$ cat src/hdl/assert_macros.svh
// Assertion macros used by the deframer core.
// Each macro samples on the rising edge of clk_i and is disabled while rst_ni is low.
`ifndef ASSERT_MACROS_SVH
`define ASSERT_MACROS_SVH

// Checks that a property holds at every clock edge.
`define CFD_ASSERT(name, prop, msg) \
  name: assert property (@(posedge clk_i) disable iff (!rst_ni) (prop)) else $error(msg);

// Checks that a condition implies a consequence in the same cycle.
`define CFD_ASSERT_IMP(name, ante, cons, msg) \
  name: assert property (@(posedge clk_i) disable iff (!rst_ni) (ante) |-> (cons)) \
    else $error(msg);

// Checks that a condition implies a consequence in the next cycle.
`define CFD_ASSERT_NEXT(name, ante, cons, msg) \
  name: assert property (@(posedge clk_i) disable iff (!rst_ni) (ante) |=> (cons)) \
    else $error(msg);

`endif

$ cat src/hdl/cfd_pkg.sv
package cfd_pkg;

  typedef enum logic [5:0] {
    ST_HUNT  = 6'b000001,
    ST_LENLO = 6'b000010,
    ST_LENHI = 6'b000100,
    ST_SEQ   = 6'b001000,
    ST_HCRC  = 6'b010000,
    ST_BODY  = 6'b100000
  } step_e;

  typedef enum logic [2:0] {
    EV_CONT       = 3'd0,
    EV_GOOD       = 3'd1,
    EV_BAD_CRC    = 3'd2,
    EV_LEN_ABORT  = 3'd3,
    EV_HDR_ABORT  = 3'd4
  } frame_event_e;

  typedef enum logic [2:0] {
    REG_START_BYTE = 3'd0,
    REG_HCRC_POLY  = 3'd1,
    REG_HCRC_INIT  = 3'd2,
    REG_FCRC_POLY  = 3'd3,
    REG_FCRC_INIT  = 3'd4
  } cfg_reg_e;

  localparam int unsigned CfgIdxW  = 3;
  localparam int unsigned CfgDataW = 16;

  localparam logic [7:0]  StartByteRst = 8'hA5;
  localparam logic [7:0]  HcrcPolyRst  = 8'h8C;
  localparam logic [7:0]  HcrcInitRst  = 8'hFF;
  localparam logic [15:0] FcrcPolyRst  = 16'h8408;
  localparam logic [15:0] FcrcInitRst  = 16'hFFFF;

  // Frame layout.
  localparam int unsigned Overhead     = 9;
  localparam int unsigned HdrBytes     = 5;
  localparam int unsigned CmdLoPos     = 5;
  localparam int unsigned CmdHiPos     = 6;
  localparam int unsigned TrailerExtra = 4;

endpackage

$ cat src/hdl/cfd_rx_if.sv
interface cfd_rx_if;
  logic       valid;
  logic       ready;
  logic [7:0] rx_byte;

  modport source (output valid, output rx_byte, input ready);
  modport sink (input valid, input rx_byte, output ready);
endinterface

$ cat src/hdl/cfd_ev_if.sv
interface cfd_ev_if;
  logic        valid;
  logic        ready;
  logic [7:0]  data_byte;
  logic [6:0]  byte_pos;
  logic [2:0]  frame_event;
  logic [15:0] command_id;
  logic [6:0]  payload_len;

  modport source (
    output valid, output data_byte, output byte_pos, output frame_event,
    output command_id, output payload_len, input ready
  );
  modport sink (
    input valid, input data_byte, input byte_pos, input frame_event,
    input command_id, input payload_len, output ready
  );
endinterface

$ cat src/hdl/cfd_crc_byte.sv
module cfd_crc_byte #(
  parameter int unsigned W = 16
) (
  input  logic [W-1:0] crc_i,
  input  logic [7:0]   byte_i,
  input  logic [W-1:0] poly_i,
  output logic [W-1:0] crc_o
);

  // Reflected CRC update over one byte, least significant bit first.
  always_comb begin
    logic [W-1:0] r;
    r = crc_i ^ W'(byte_i);
    for (int i = 0; i < 8; i++) begin
      if (r[0]) begin
        r = (r >> 1) ^ poly_i;
      end else begin
        r = r >> 1;
      end
    end
    crc_o = r;
  end

endmodule

$ cat src/hdl/crc_checked_frame_deframer_core.sv
// Channel  Dir  Payload                                                 Accepted when
// rx_i     in   rx_byte                                                 valid && ready
// ev_o     out  data_byte, byte_pos, frame_event, command_id, payload_len  valid && ready
//
// One byte per cycle sustained while ev_o is ready: an input register feeds a single stage of
// CRC and parse logic that writes the result register, from which each result is offered.
// The byte-wide CRC8 and CRC16 updates between those registers set the cycle time.
// Reset returns the parser to hunting and loads the register defaults; there is no clearing pass.
// A stalled result holds the input register, which then stalls rx_i once it holds an item.
`include "assert_macros.svh"

module crc_checked_frame_deframer_core #(
  parameter int unsigned FRAME_MAX_BYTES = 128
) (
  input  logic                          clk_i,
  input  logic                          rst_ni,
  input  logic                          cfg_we_i,
  input  logic [cfd_pkg::CfgIdxW-1:0]   cfg_idx_i,
  input  logic [cfd_pkg::CfgDataW-1:0]  cfg_data_i,
  cfd_rx_if.sink                        rx_i,
  cfd_ev_if.source                      ev_o
);
  import cfd_pkg::*;

  localparam int unsigned CntW     = $clog2(FRAME_MAX_BYTES);
  localparam int unsigned PosExtW  = (CntW > 7) ? CntW : 7;
  localparam logic [15:0] LenLimit = 16'(FRAME_MAX_BYTES - Overhead);

  logic [7:0]  start_byte_q, hcrc_poly_q, hcrc_init_q;
  logic [15:0] fcrc_poly_q, fcrc_init_q;

  logic        in_vld_q;
  logic [7:0]  rx_q;
  logic        advance;

  step_e           step_q, step_d;
  logic [CntW-1:0] cnt_q, cnt_d;
  logic [CntW-1:0] len_q, len_d;
  logic [CntW-1:0] trail_q, trail_d;
  logic [7:0]      len_lo_q, len_lo_d;
  logic [15:0]     cmd_q, cmd_d;
  logic [7:0]      hcrc_q, hcrc_d, hcrc_base, hcrc_new;
  logic [15:0]     fcrc_q, fcrc_d, fcrc_base, fcrc_new;

  logic            has_res;
  frame_event_e    ev;
  logic [15:0]     len_full;
  logic [PosExtW-1:0] pos_ext;

  logic        out_vld_q;
  logic [7:0]  out_byte_q;
  logic [6:0]  out_pos_q;
  logic [2:0]  out_ev_q;
  logic [15:0] out_cmd_q;
  logic [6:0]  out_plen_q;

  always_ff @(posedge clk_i or negedge rst_ni) begin
    if (!rst_ni) begin
      start_byte_q <= StartByteRst;
      hcrc_poly_q  <= HcrcPolyRst;
      hcrc_init_q  <= HcrcInitRst;
      fcrc_poly_q  <= FcrcPolyRst;
      fcrc_init_q  <= FcrcInitRst;
    end else if (cfg_we_i) begin
      case (cfg_reg_e'(cfg_idx_i))
        REG_START_BYTE: start_byte_q <= cfg_data_i[7:0];
        REG_HCRC_POLY:  hcrc_poly_q  <= cfg_data_i[7:0];
        REG_HCRC_INIT:  hcrc_init_q  <= cfg_data_i[7:0];
        REG_FCRC_POLY:  fcrc_poly_q  <= cfg_data_i;
        REG_FCRC_INIT:  fcrc_init_q  <= cfg_data_i;
        default: ;
      endcase
    end
  end

  assign advance    = in_vld_q && (!out_vld_q || ev_o.ready);
  assign rx_i.ready = !in_vld_q || advance;

  always_ff @(posedge clk_i or negedge rst_ni) begin
    if (!rst_ni) begin
      in_vld_q <= 1'b0;
    end else if (rx_i.valid && rx_i.ready) begin
      in_vld_q <= 1'b1;
    end else if (advance) begin
      in_vld_q <= 1'b0;
    end
  end

  always_ff @(posedge clk_i) begin
    if (rx_i.valid && rx_i.ready) begin
      rx_q <= rx_i.rx_byte;
    end
  end

  assign hcrc_base = (step_q == ST_HUNT) ? hcrc_init_q : hcrc_q;
  assign fcrc_base = (step_q == ST_HUNT) ? fcrc_init_q : fcrc_q;

  cfd_crc_byte #(.W(8)) u_hcrc (
    .crc_i  (hcrc_base),
    .byte_i (rx_q),
    .poly_i (hcrc_poly_q),
    .crc_o  (hcrc_new)
  );

  cfd_crc_byte #(.W(16)) u_fcrc (
    .crc_i  (fcrc_base),
    .byte_i (rx_q),
    .poly_i (fcrc_poly_q),
    .crc_o  (fcrc_new)
  );

  assign len_full = {rx_q, len_lo_q};

  always_comb begin
    step_d   = step_q;
    cnt_d    = cnt_q;
    len_d    = len_q;
    trail_d  = trail_q;
    len_lo_d = len_lo_q;
    cmd_d    = cmd_q;
    hcrc_d   = hcrc_q;
    fcrc_d   = fcrc_q;
    has_res  = 1'b1;
    ev       = EV_CONT;
    case (step_q)
      ST_HUNT: begin
        if (rx_q == start_byte_q) begin
          step_d = ST_LENLO;
        end else begin
          has_res = 1'b0;
        end
      end
      ST_LENLO: begin
        len_lo_d = rx_q;
        step_d   = ST_LENHI;
      end
      ST_LENHI: begin
        if (len_full < LenLimit) begin
          len_d  = CntW'(len_full);
          step_d = ST_SEQ;
        end else begin
          ev     = EV_LEN_ABORT;
          step_d = ST_HUNT;
        end
      end
      ST_SEQ: begin
        step_d = ST_HCRC;
      end
      ST_HCRC: begin
        if (hcrc_new == 8'd0) begin
          trail_d = len_q + CntW'(TrailerExtra);
          step_d  = ST_BODY;
        end else begin
          ev     = EV_HDR_ABORT;
          step_d = ST_HUNT;
        end
      end
      ST_BODY: begin
        if (cnt_q == CntW'(CmdLoPos)) begin
          cmd_d[7:0] = rx_q;
        end else if (cnt_q == CntW'(CmdHiPos)) begin
          cmd_d[15:8] = rx_q;
        end
        trail_d = trail_q - CntW'(1);
        if (trail_q == CntW'(1)) begin
          ev     = (fcrc_new == 16'd0) ? EV_GOOD : EV_BAD_CRC;
          step_d = ST_HUNT;
        end
      end
      default: begin
        has_res = 1'b0;
        step_d  = ST_HUNT;
        cnt_d   = '0;
      end
    endcase
    if (has_res) begin
      fcrc_d = fcrc_new;
      if (cnt_q < CntW'(HdrBytes)) begin
        hcrc_d = hcrc_new;
      end
      cnt_d = (step_d == ST_HUNT) ? '0 : cnt_q + CntW'(1);
    end
  end

  always_ff @(posedge clk_i or negedge rst_ni) begin
    if (!rst_ni) begin
      step_q  <= ST_HUNT;
      cnt_q   <= '0;
      len_q   <= '0;
      trail_q <= '0;
      hcrc_q  <= HcrcInitRst;
      fcrc_q  <= FcrcInitRst;
    end else if (advance) begin
      step_q  <= step_d;
      cnt_q   <= cnt_d;
      len_q   <= len_d;
      trail_q <= trail_d;
      hcrc_q  <= hcrc_d;
      fcrc_q  <= fcrc_d;
    end
  end

  always_ff @(posedge clk_i) begin
    if (advance) begin
      len_lo_q <= len_lo_d;
      cmd_q    <= cmd_d;
    end
  end

  assign pos_ext = PosExtW'(cnt_q);

  always_ff @(posedge clk_i or negedge rst_ni) begin
    if (!rst_ni) begin
      out_vld_q <= 1'b0;
    end else if (advance && has_res) begin
      out_vld_q <= 1'b1;
    end else if (ev_o.ready) begin
      out_vld_q <= 1'b0;
    end
  end

  always_ff @(posedge clk_i) begin
    if (advance && has_res) begin
      out_byte_q <= rx_q;
      out_pos_q  <= pos_ext[6:0];
      out_ev_q   <= ev;
      out_cmd_q  <= (ev == EV_GOOD) ? cmd_q : 16'd0;
      out_plen_q <= (cnt_q >= CntW'(2) && ev != EV_LEN_ABORT) ? len_lo_q[6:0] : 7'd0;
    end
  end

  assign ev_o.valid       = out_vld_q;
  assign ev_o.data_byte   = out_byte_q;
  assign ev_o.byte_pos    = out_pos_q;
  assign ev_o.frame_event = out_ev_q;
  assign ev_o.command_id  = out_cmd_q;
  assign ev_o.payload_len = out_plen_q;

  `CFD_ASSERT_IMP(a_hunt_count_zero, step_q == ST_HUNT, cnt_q == '0, "count not zero in hunt")
  `CFD_ASSERT_IMP(a_body_trail_live, step_q == ST_BODY, trail_q != '0, "body with none left")
  `CFD_ASSERT_NEXT(a_end_to_hunt, advance && has_res && ev != EV_CONT, step_q == ST_HUNT, "no hunt")
  `CFD_ASSERT_NEXT(a_in_hold, in_vld_q && !advance, in_vld_q && $stable(rx_q), "held item lost")

endmodule

$ cat src/flat_wrapper.sv
// flat-port wrapper written by rule: the top's interface ports become plain ports
module crc_checked_frame_deframer_core_flat import cfd_pkg::*;
#(
  parameter int unsigned FRAME_MAX_BYTES = 128
)
  (clk_i, rst_ni, cfg_we_i, cfg_idx_i, cfg_data_i, rx_i_valid, rx_i_rx_byte, rx_i_ready, ev_o_valid, ev_o_data_byte, ev_o_byte_pos, ev_o_frame_event, ev_o_command_id, ev_o_payload_len, ev_o_ready);
  cfd_rx_if rx_i_i ();
  cfd_ev_if ev_o_i ();
  input  logic clk_i;
  input  logic rst_ni;
  input  logic cfg_we_i;
  input  logic [cfd_pkg::CfgIdxW-1:0] cfg_idx_i;
  input  logic [cfd_pkg::CfgDataW-1:0] cfg_data_i;
  input wire logic [$bits(rx_i_i.valid)-1:0] rx_i_valid;
  input wire logic [$bits(rx_i_i.rx_byte)-1:0] rx_i_rx_byte;
  output wire logic [$bits(rx_i_i.ready)-1:0] rx_i_ready;
  output wire logic [$bits(ev_o_i.valid)-1:0] ev_o_valid;
  output wire logic [$bits(ev_o_i.data_byte)-1:0] ev_o_data_byte;
  output wire logic [$bits(ev_o_i.byte_pos)-1:0] ev_o_byte_pos;
  output wire logic [$bits(ev_o_i.frame_event)-1:0] ev_o_frame_event;
  output wire logic [$bits(ev_o_i.command_id)-1:0] ev_o_command_id;
  output wire logic [$bits(ev_o_i.payload_len)-1:0] ev_o_payload_len;
  input wire logic [$bits(ev_o_i.ready)-1:0] ev_o_ready;
  assign rx_i_i.valid = rx_i_valid;
  assign rx_i_i.rx_byte = rx_i_rx_byte;
  assign rx_i_ready = rx_i_i.ready;
  assign ev_o_valid = ev_o_i.valid;
  assign ev_o_data_byte = ev_o_i.data_byte;
  assign ev_o_byte_pos = ev_o_i.byte_pos;
  assign ev_o_frame_event = ev_o_i.frame_event;
  assign ev_o_command_id = ev_o_i.command_id;
  assign ev_o_payload_len = ev_o_i.payload_len;
  assign ev_o_i.ready = ev_o_ready;
  crc_checked_frame_deframer_core #(.FRAME_MAX_BYTES(FRAME_MAX_BYTES)) u_core (.clk_i(clk_i), .rst_ni(rst_ni), .cfg_we_i(cfg_we_i), .cfg_idx_i(cfg_idx_i), .cfg_data_i(cfg_data_i), .rx_i(rx_i_i), .ev_o(ev_o_i));
endmodule
$ cat config.mk
export PLATFORM = sky130hd
export DESIGN_NAME = crc_checked_frame_deframer_core_flat
export DESIGN_NICKNAME = d
export VERILOG_FILES = /design/src/hdl/cfd_pkg.sv /design/src/hdl/cfd_rx_if.sv /design/src/hdl/cfd_ev_if.sv /design/src/hdl/cfd_crc_byte.sv /design/src/hdl/crc_checked_frame_deframer_core.sv /design/src/flat_wrapper.sv
export VERILOG_INCLUDE_DIRS = /design/src /design/src/hdl
export SDC_FILE = /design/constraint.sdc
export NUM_CORES = 1
export LEC_CHECK = 0
export ABC_AREA = 0
export BUFFER_PORTS_ARGS = -buffer_cell sky130_fd_sc_hd__buf_2
export CELL_PAD_IN_SITES_DETAIL_PLACEMENT = 1
export CELL_PAD_IN_SITES_GLOBAL_PLACEMENT = 2
export CORE_MARGIN = 2
export CORE_UTILIZATION = 37
export CTS_CLUSTER_DIAMETER = 150
export DETAILED_ROUTE_END_ITERATION = 12
export GPL_TIMING_DRIVEN = 0
export PLACE_DENSITY = 0.81
export SETUP_SLACK_MARGIN = 0.1
export SKIP_CTS_REPAIR_TIMING = 1
export SYNTH_ARGS = -nofsm -noshare
export SYNTH_HDL_FRONTEND = slang
export SYNTH_HIERARCHICAL = 1
export SYNTH_SLANG_ARGS = --single-unit
$ cat constraint.sdc
create_clock -name clk_i -period 5.39 [get_ports clk_i]
set_input_delay 0.539 -clock clk_i [delete_from_list [all_inputs] [get_ports clk_i]]
set_output_delay 0.539 -clock clk_i [all_outputs]
set_load 0.1 [all_outputs]
==> results.md, run 1 <==
* Area of the core at 0.0306 sq mm
* Initial Util at 0.375
* Std-Cell Rows at 64
* Initial antenna violation count at 2
* Clk slew on worst S/H paths at 80 ps
* DP Worst Slack at -1350 ps
* Status: finished, violations left
* FMAX at 0.166 GHz
* Post-Syn Instances at approximately 1000
* Finished Core Util at 0.479
* Global route hottest layer: met2
* Post-synth EDFFs at between 70 and 80
* Crit Path Class: reg2reg
* First-pass GRT wire length at about 50000 um
* Die area at 0.0324 sq mm
* TritonRoute pass-1 iters at 5
* Vias at 8792
* Worst Skew at 12.6 ps
* Total GRT Usage at 0.195
* CTS buffer count at 17
* Share of cells above drive strength 1 at 0.413
* Crit path max fanout at 6
* Clock latency on the worst-skew pair at ~450 ps
* DRT antenna net count at 0
* Slew @ Worst Pin at approximately 1300 ps
* RSZ-0062 raised after global routing: true
* Critical path origin: u_core/step_q[3]
* Synth Area per Inst at 10.9 sq um
* Num ports at 75
* Vias in the first global route at 8497
* Clock sink count at 182
* Final hold violation count at 0
* Yosys warning total at 6
* Failing checks: setup timing
* Met3 Usage GRT at 0.0305
* Endpoint class of the critical path: flip-flop
* GRT overflow at 0
* Final Setup Violations at 35
* Grt met1 use at 0.271
* Met2 GRT Util at 0.321
* Worst rel slew slack at 0.126
* Commonest non-fill, non-tap cells in the layout: nand2_1, xnor2_1, mux2_2, buf_2, edfxtp_1
* Drt wl/cell at 20.7 um
* Setup_tns at -16500 ps
* Worst Hold Class: in2async
* Wirelength, routed at 33800 um
* I/O Buffers at between 70 and 80
* Die Span Y at 180 um
* Syn-to-layout area delta at 27.6%
* Max Cap Viol at 0
* Post-synth cell types at 88
* H-tree depth at 4
* RR Startpoint: u_core/step_q[3]
* FF+latch count, synth at approximately 180
* Avg Vias per Cell at about 5.4
* Worst setup margin at -630 ps
* Clock Tree Buf Depth at 2
* Req. time, crit path at 5750 ps
* Startpoint Class: flip-flop
* Initial DRC Count at 480
* R2R Setup Slk at -630 ps
* Critical Path AT at about 6400 ps
* Horiz. Die Dim at 180 um
* Asr flop ratio synth at 0.599
* Root Buffer: clkbuf_16
* DRC at 0
* Final Cycle Share at 1.12
* Mapped Nets at 1087
* Net count, final at 1257
* Largest net degree at the start of global routing at between 50 and 60
* GP Congestion at 0.800
* Post-route minimum period at 6020 ps
* Pins Over Slew Limit at 0
* Dpl hpwl at 22600 um
* Ys flop type: edfxtp_1
* CTS tree: yes
* Register area share after synthesis at 0.435
* Cell area after synthesis at 0.0115 sq mm
* Leading cell type in the layout, fill and taps excluded: nand2_1
[cells in the mapped netlist (7+ instances only)]
master | n | share of area
dfrtp_1 | 50 | 0.11
nand2_1 | 140 | 0.046
edfxtp_1 | 73 | 0.19
mux2_1 | 13 | 0.013
xnor3_1 | 13 | 0.026
xnor2_2 | 8 | 0.011
xnor2_1 | 132 | 0.10
o21a_1 | 11 | 0.0072
a21o_1 | 7 | 0.0046
nor2_1 | 38 | 0.012
and3b_1 | 15 | 0.011
and2_1 | 30 | 0.016
nand3_1 | 30 | 0.013
o211ai_1 | 15 | 0.0098
nor4_1 | 13 | 0.0071
inv_1 | 17 | 0.0056
dfstp_2 | 59 | 0.14
nand4_1 | 8 | 0.0044
a21oi_1 | 18 | 0.0079
nor3_1 | 22 | 0.0096
nor3b_1 | 12 | 0.0079
o2111ai_1 | 7 | 0.0053
clkbuf_1 | 34 | 0.011
mux2_2 | 98 | 0.096
o21ai_0 | 23 | 0.010
xor2_1 | 31 | 0.024
[path summary, 6_finish.rpt]
kind,to,cells after the start
worst max-delay path,u_core/cnt_q[3],27
worst min-delay path,u_core/len_q[3],1
worst max register to register,u_core/cnt_q[3],27
worst min register to register,u_core/hcrc_poly_q[5],1
max in group asynchronous,u_core/fcrc_init_q[9],2
min in group clk_i,u_core/rx_q[6],1
[worst max-delay path, stage by stage, from the launching register on]
cell,delay [ps]
dfrtp_2,460
nor4_4,370
nand3b_4,200
buf_12,180
mux2_4,320
xnor2_4,140
buf_12,180
xnor2_4,140
nor4_2,320
a311oi_2,110
buf_4,170
a21o_4,210
buf_6,120
a31oi_1,250
xnor2_2,140
o211a_2,310
o211ai_1,290
buf_4,180
nor3b_4,270
xnor2_4,130
nor4_4,410
a2111oi_4,120
buf_4,170
a21oi_4,140
o211ai_1,130
buf_4,220
buf_12,130
o211ai_1,140
[through the flow]
step                cell area [sq um]  hold slack, ps  instances
finish                          14600             147       1629
global route                    14600             203       1628
CTS                             13100             176       1550
global placement                12400             488       1517
floorplan                       11600             243       1049
detailed placement              12500             495       1518
[flip-flops by register name, summed over array words and instances, names as in the netlist, 8 cells and up]
signal,cells
u_core/ev_o.data_byte,8
u_core/fcrc_q,16
u_core/ev_o.command_id,16
u_core/start_byte_q,8
u_core/len_lo_q,8
u_core/fcrc_poly_q,16
u_core/hcrc_poly_q,8
u_core/fcrc_init_q,16
u_core/hcrc_q,8
u_core/rx_q,8
u_core/hcrc_init_q,8
u_core/cmd_q,16
[final cells by class]
class / instances / area (sq um)
multi-input combinational: 801 / 7120
buffer: 44 / 244
inverter: 19 / 71.3
clock buffer: 17 / 425
timing repair buffer: 154 / 1110
antenna: 1 / 2.50
tap: 396 / 495
fill: 3278 / 15900
sequential: 182 / 5000
clock inverter: 15 / 174
[cell families after synthesis]
kind of cell | after synthesis | share of synthesized area
multiplexers | 115 | 0.112
AND/OR/NAND/NOR | 352 | 0.159
XOR/XNOR | 188 | 0.169
flip-flops | 182 | 0.435
AO/OA/AOI/OAI | 140 | 0.0932
adder cells (fa/ha/maj) | 6 | 0.00654
buffers and inverters | 66 | 0.0242
[metal layers]
layer | routed length [um] | share of wire | vias to the layer above
met5 | 0 | 0 | -
met4 | 540 | 0.016 | 0
met3 | 1140 | 0.034 | 30
met2 | 16700 | 0.50 | 174
met1 | 15400 | 0.46 | 4506
li1 | - | - | 4082
Power of run 1 is not shown: default switching activity piles up to over one toggle a cycle in this logic, so the estimate is an artifact.
==> inputs of run 2 (changes only) <==
--- a/config.mk
+++ b/config.mk
@@ -7,7 +7,7 @@
 export NUM_CORES = 1
 export LEC_CHECK = 0
 export ABC_AREA = 0
-export BUFFER_PORTS_ARGS = -buffer_cell sky130_fd_sc_hd__buf_2
+export BUFFER_PORTS_ARGS = -buffer_cell sky130_fd_sc_hd__buf_4
 export CELL_PAD_IN_SITES_DETAIL_PLACEMENT = 1
 export CELL_PAD_IN_SITES_GLOBAL_PLACEMENT = 2
 export CORE_MARGIN = 2
@@ -16,6 +16,7 @@
 export DETAILED_ROUTE_END_ITERATION = 12
 export GPL_TIMING_DRIVEN = 0
 export PLACE_DENSITY = 0.81
+export RECOVER_POWER = 100
 export SETUP_SLACK_MARGIN = 0.1
 export SKIP_CTS_REPAIR_TIMING = 1
 export SYNTH_ARGS = -nofsm -noshare
==> results.md, run 2 (synthesized netlist as in run 1, its figures left out) <==
* Status: finished, violations left
* Failing checks: capacitance limit, slew limit, setup timing
* Critical Path AT at 6330 ps (-50 ps)
* H-tree depth at 4 (unchanged)
* CP max stage cell: dfrtp_2
* Share of cells above drive strength 1 at 0.345 (-0.0686)
* Finished Core Util at 0.466 (-0.0122)
* Pins Over Slew Limit at 109 (+109)
* Placed insts at 1517 (-0.066%)
* TritonRoute pass-1 iters at 5 (unchanged)
* FILL cells at 3300 (+0.67%)
* Startpoint Class: flip-flop
* Critical Path Max Stage Delay at 460 ps (about the same)
* Net count, final at 1244 (-1.0%)
* Dpl hpwl at 22600 um (about the same)
* Vias in the first global route at 8699 (+2.4%)
* First-pass GRT wire length at 50700 um (+1.9%)
* Std-Cell Rows at 64 (unchanged)
* Max Cap Viol at 2 (+2)
* Top delay family on crit path: compound AO/OA/AOI/OAI gates
* DRC at 0 (unchanged)
* GP Congestion at 0.800 (about the same)
* Final Setup Violations at 34 (-2.9%)
* FF-to-FF path depth at 25 (-7.4%)
* FMAX at 0.167 GHz (+0.67%)
* Top routing layer used: met4
* Hold EP: u_core/rx_q[5]
* Initial DRC Count at 606 (+26%)
* Wirelength, routed at 33400 um (-1.1%)
* Initial Util at 0.375 (unchanged)
* Post-route minimum period at 5980 ps (-40.4 ps)
* Clock Tree Buf Depth at 2 (unchanged)
* RSZ-0062 raised after global routing: true
* CTS buffer count at 17 (unchanged)
* Die Span Y at 180 um (unchanged)
* Vias at 8767 (-0.28%)
* DRT antenna net count at 0 (unchanged)
* GRT overflow at 0 (unchanged)
* FF/Latch Area at 0.00500 sq mm (about the same)
* Worst path buffer plus inverter count at 6 (-2)
* Reg-to-Reg End: u_core/cnt_q[6]
* CTS tree: yes
* Crit Path Class: reg2reg
* Die area at 0.0324 sq mm (unchanged)
* Most frequent CP cell: buf_4
* Crit path max fanout at 8 (+2)
* Critical path origin: u_core/step_q[5]
* Worst Skew at 27.0 ps (+14.3 ps)
* Fin cells at 1616 (-0.80%)
* Endpoint class of the critical path: flip-flop
* Clock latency on the worst-skew pair at 440 ps (about the same)
* Slew @ Worst Pin at 2470 ps (+1170 ps)
* Worst Hold Class: in2reg
* Root Buffer: clkbuf_16
* Syn-to-layout area delta at 24.4%
* Wl on met1 at 15500 um (+1.0%)
* Clock sink count at 182 (unchanged)
* Met3 WL post-DR at 1130 um (-1.1%)
* Area of the core at 0.0306 sq mm (unchanged)
* Drt wl/cell at 20.7 um (-0.29%)
* Leading cell type in the layout, fill and taps excluded: nand2_1
* Clk slew on worst S/H paths at 80 ps (about the same)
* R2R Setup Slk at -590 ps (+40 ps)
* Met2 WL at 16400 um (-1.8%)
* Footprint of the multi-input gates at 0.00693 sq mm (-2.7%)
* Initial antenna violation count at 1 (-1)
* I/O Buffers at 72 (unchanged)
* Req. time, crit path at 5740 ps (about the same)
* Final hold violation count at 0 (unchanged)
* Avg Vias per Cell at 5.43 (+0.52%)
* Total GRT Usage at 0.196 (+0.000819)
* Hold_sp: rx_i_rx_byte[5]
* Commonest non-fill, non-tap cells in the layout: nand2_1, xnor2_1, mux2_2, buf_4, edfxtp_1
* Horiz. Die Dim at 180 um (unchanged)
* Hold depth at 1
* Num ports at 75 (unchanged)
* RR Startpoint: u_core/step_q[5]
* Largest net degree at the start of global routing at 110 (+90%)
* Worst rel slew slack at -0.646 (-0.773)
* Final Cycle Share at 1.11 (-0.00749)
* Worst setup margin at -589 ps (+40.4 ps)
-- run 2: changes by cell type in the layout (fill, tap and decap cells not counted), sizes merged --
cell         before  now
buf             168  100
clkbuf           47  101
clkinv            6    7
clkinvlp          1    0
dlygate4sd3       0    1
-- run 2: cell type report --
class / count / share of cell area
buffer: 45 / 0.0169
sequential: 182 / 0.350
tap: 396 / 0.0347
clock buffer: 17 / 0.0298
clock inverter: 15 / 0.0123
antenna: 1 / 0.000175
multi-input combinational: 801 / 0.486
inverter: 19 / 0.00500
timing repair buffer: 140 / 0.0654
-- run 2: through the flow --
| stage | setup WS, ps | hold slack, ps | TNS (ps) | cell area, sq um |
|---|---|---|---|---|
| after floorplan | 12.1 | 243 | 0 | 11600 |
| after global routing | -841 | 291 | -25970 | 14300 |
| final | -589 | 297 | -16760 | 14300 |
| after global placement | -1210 | 487 | -35770 | 12600 |
| after CTS | -1410 | 259 | -44010 | 13200 |
| after detailed placement | -1350 | 494 | -41280 | 12600 |
-- run 2: layer usage --
metal | up-vias | global-route usage
met2 | 171 | 0.324
met1 | 4518 | 0.276
met5 | - | 0
met3 | 27 | 0.0305
li1 | 4051 | -
met4 | 0 | 0.0384
-- run 2: how the worst max path moves through the flow --
| stage | end | depth (start not counted) |
|---|---|---|
| 6_report | u_core/cnt_q[6] | 25 |
| 5_1_grt | u_core/cnt_q[2] | 27 |
| 4_1_cts | u_core/ev_o.command_id[10] | 21 |
| 3_5_place_dp | u_core/ev_o.command_id[8] | 21 |
| 3_3_place_gp | u_core/ev_o.command_id[13] | 21 |
| 2_1_floorplan | u_core/cnt_q[2] | 21 |
-- run 2: worst register-to-register path: cells and delay by family (launching register included) --
kind                   cells  cell delay [ps]
AO/OA/AOI/OAI              9             1680
flip-flops                 1              460
XOR/XNOR                   4              910
multiplexers               1              320
AND/OR/NAND/NOR            5             1410
buffers and inverters      6             1120
Power of run 2 is left out for the same reason.
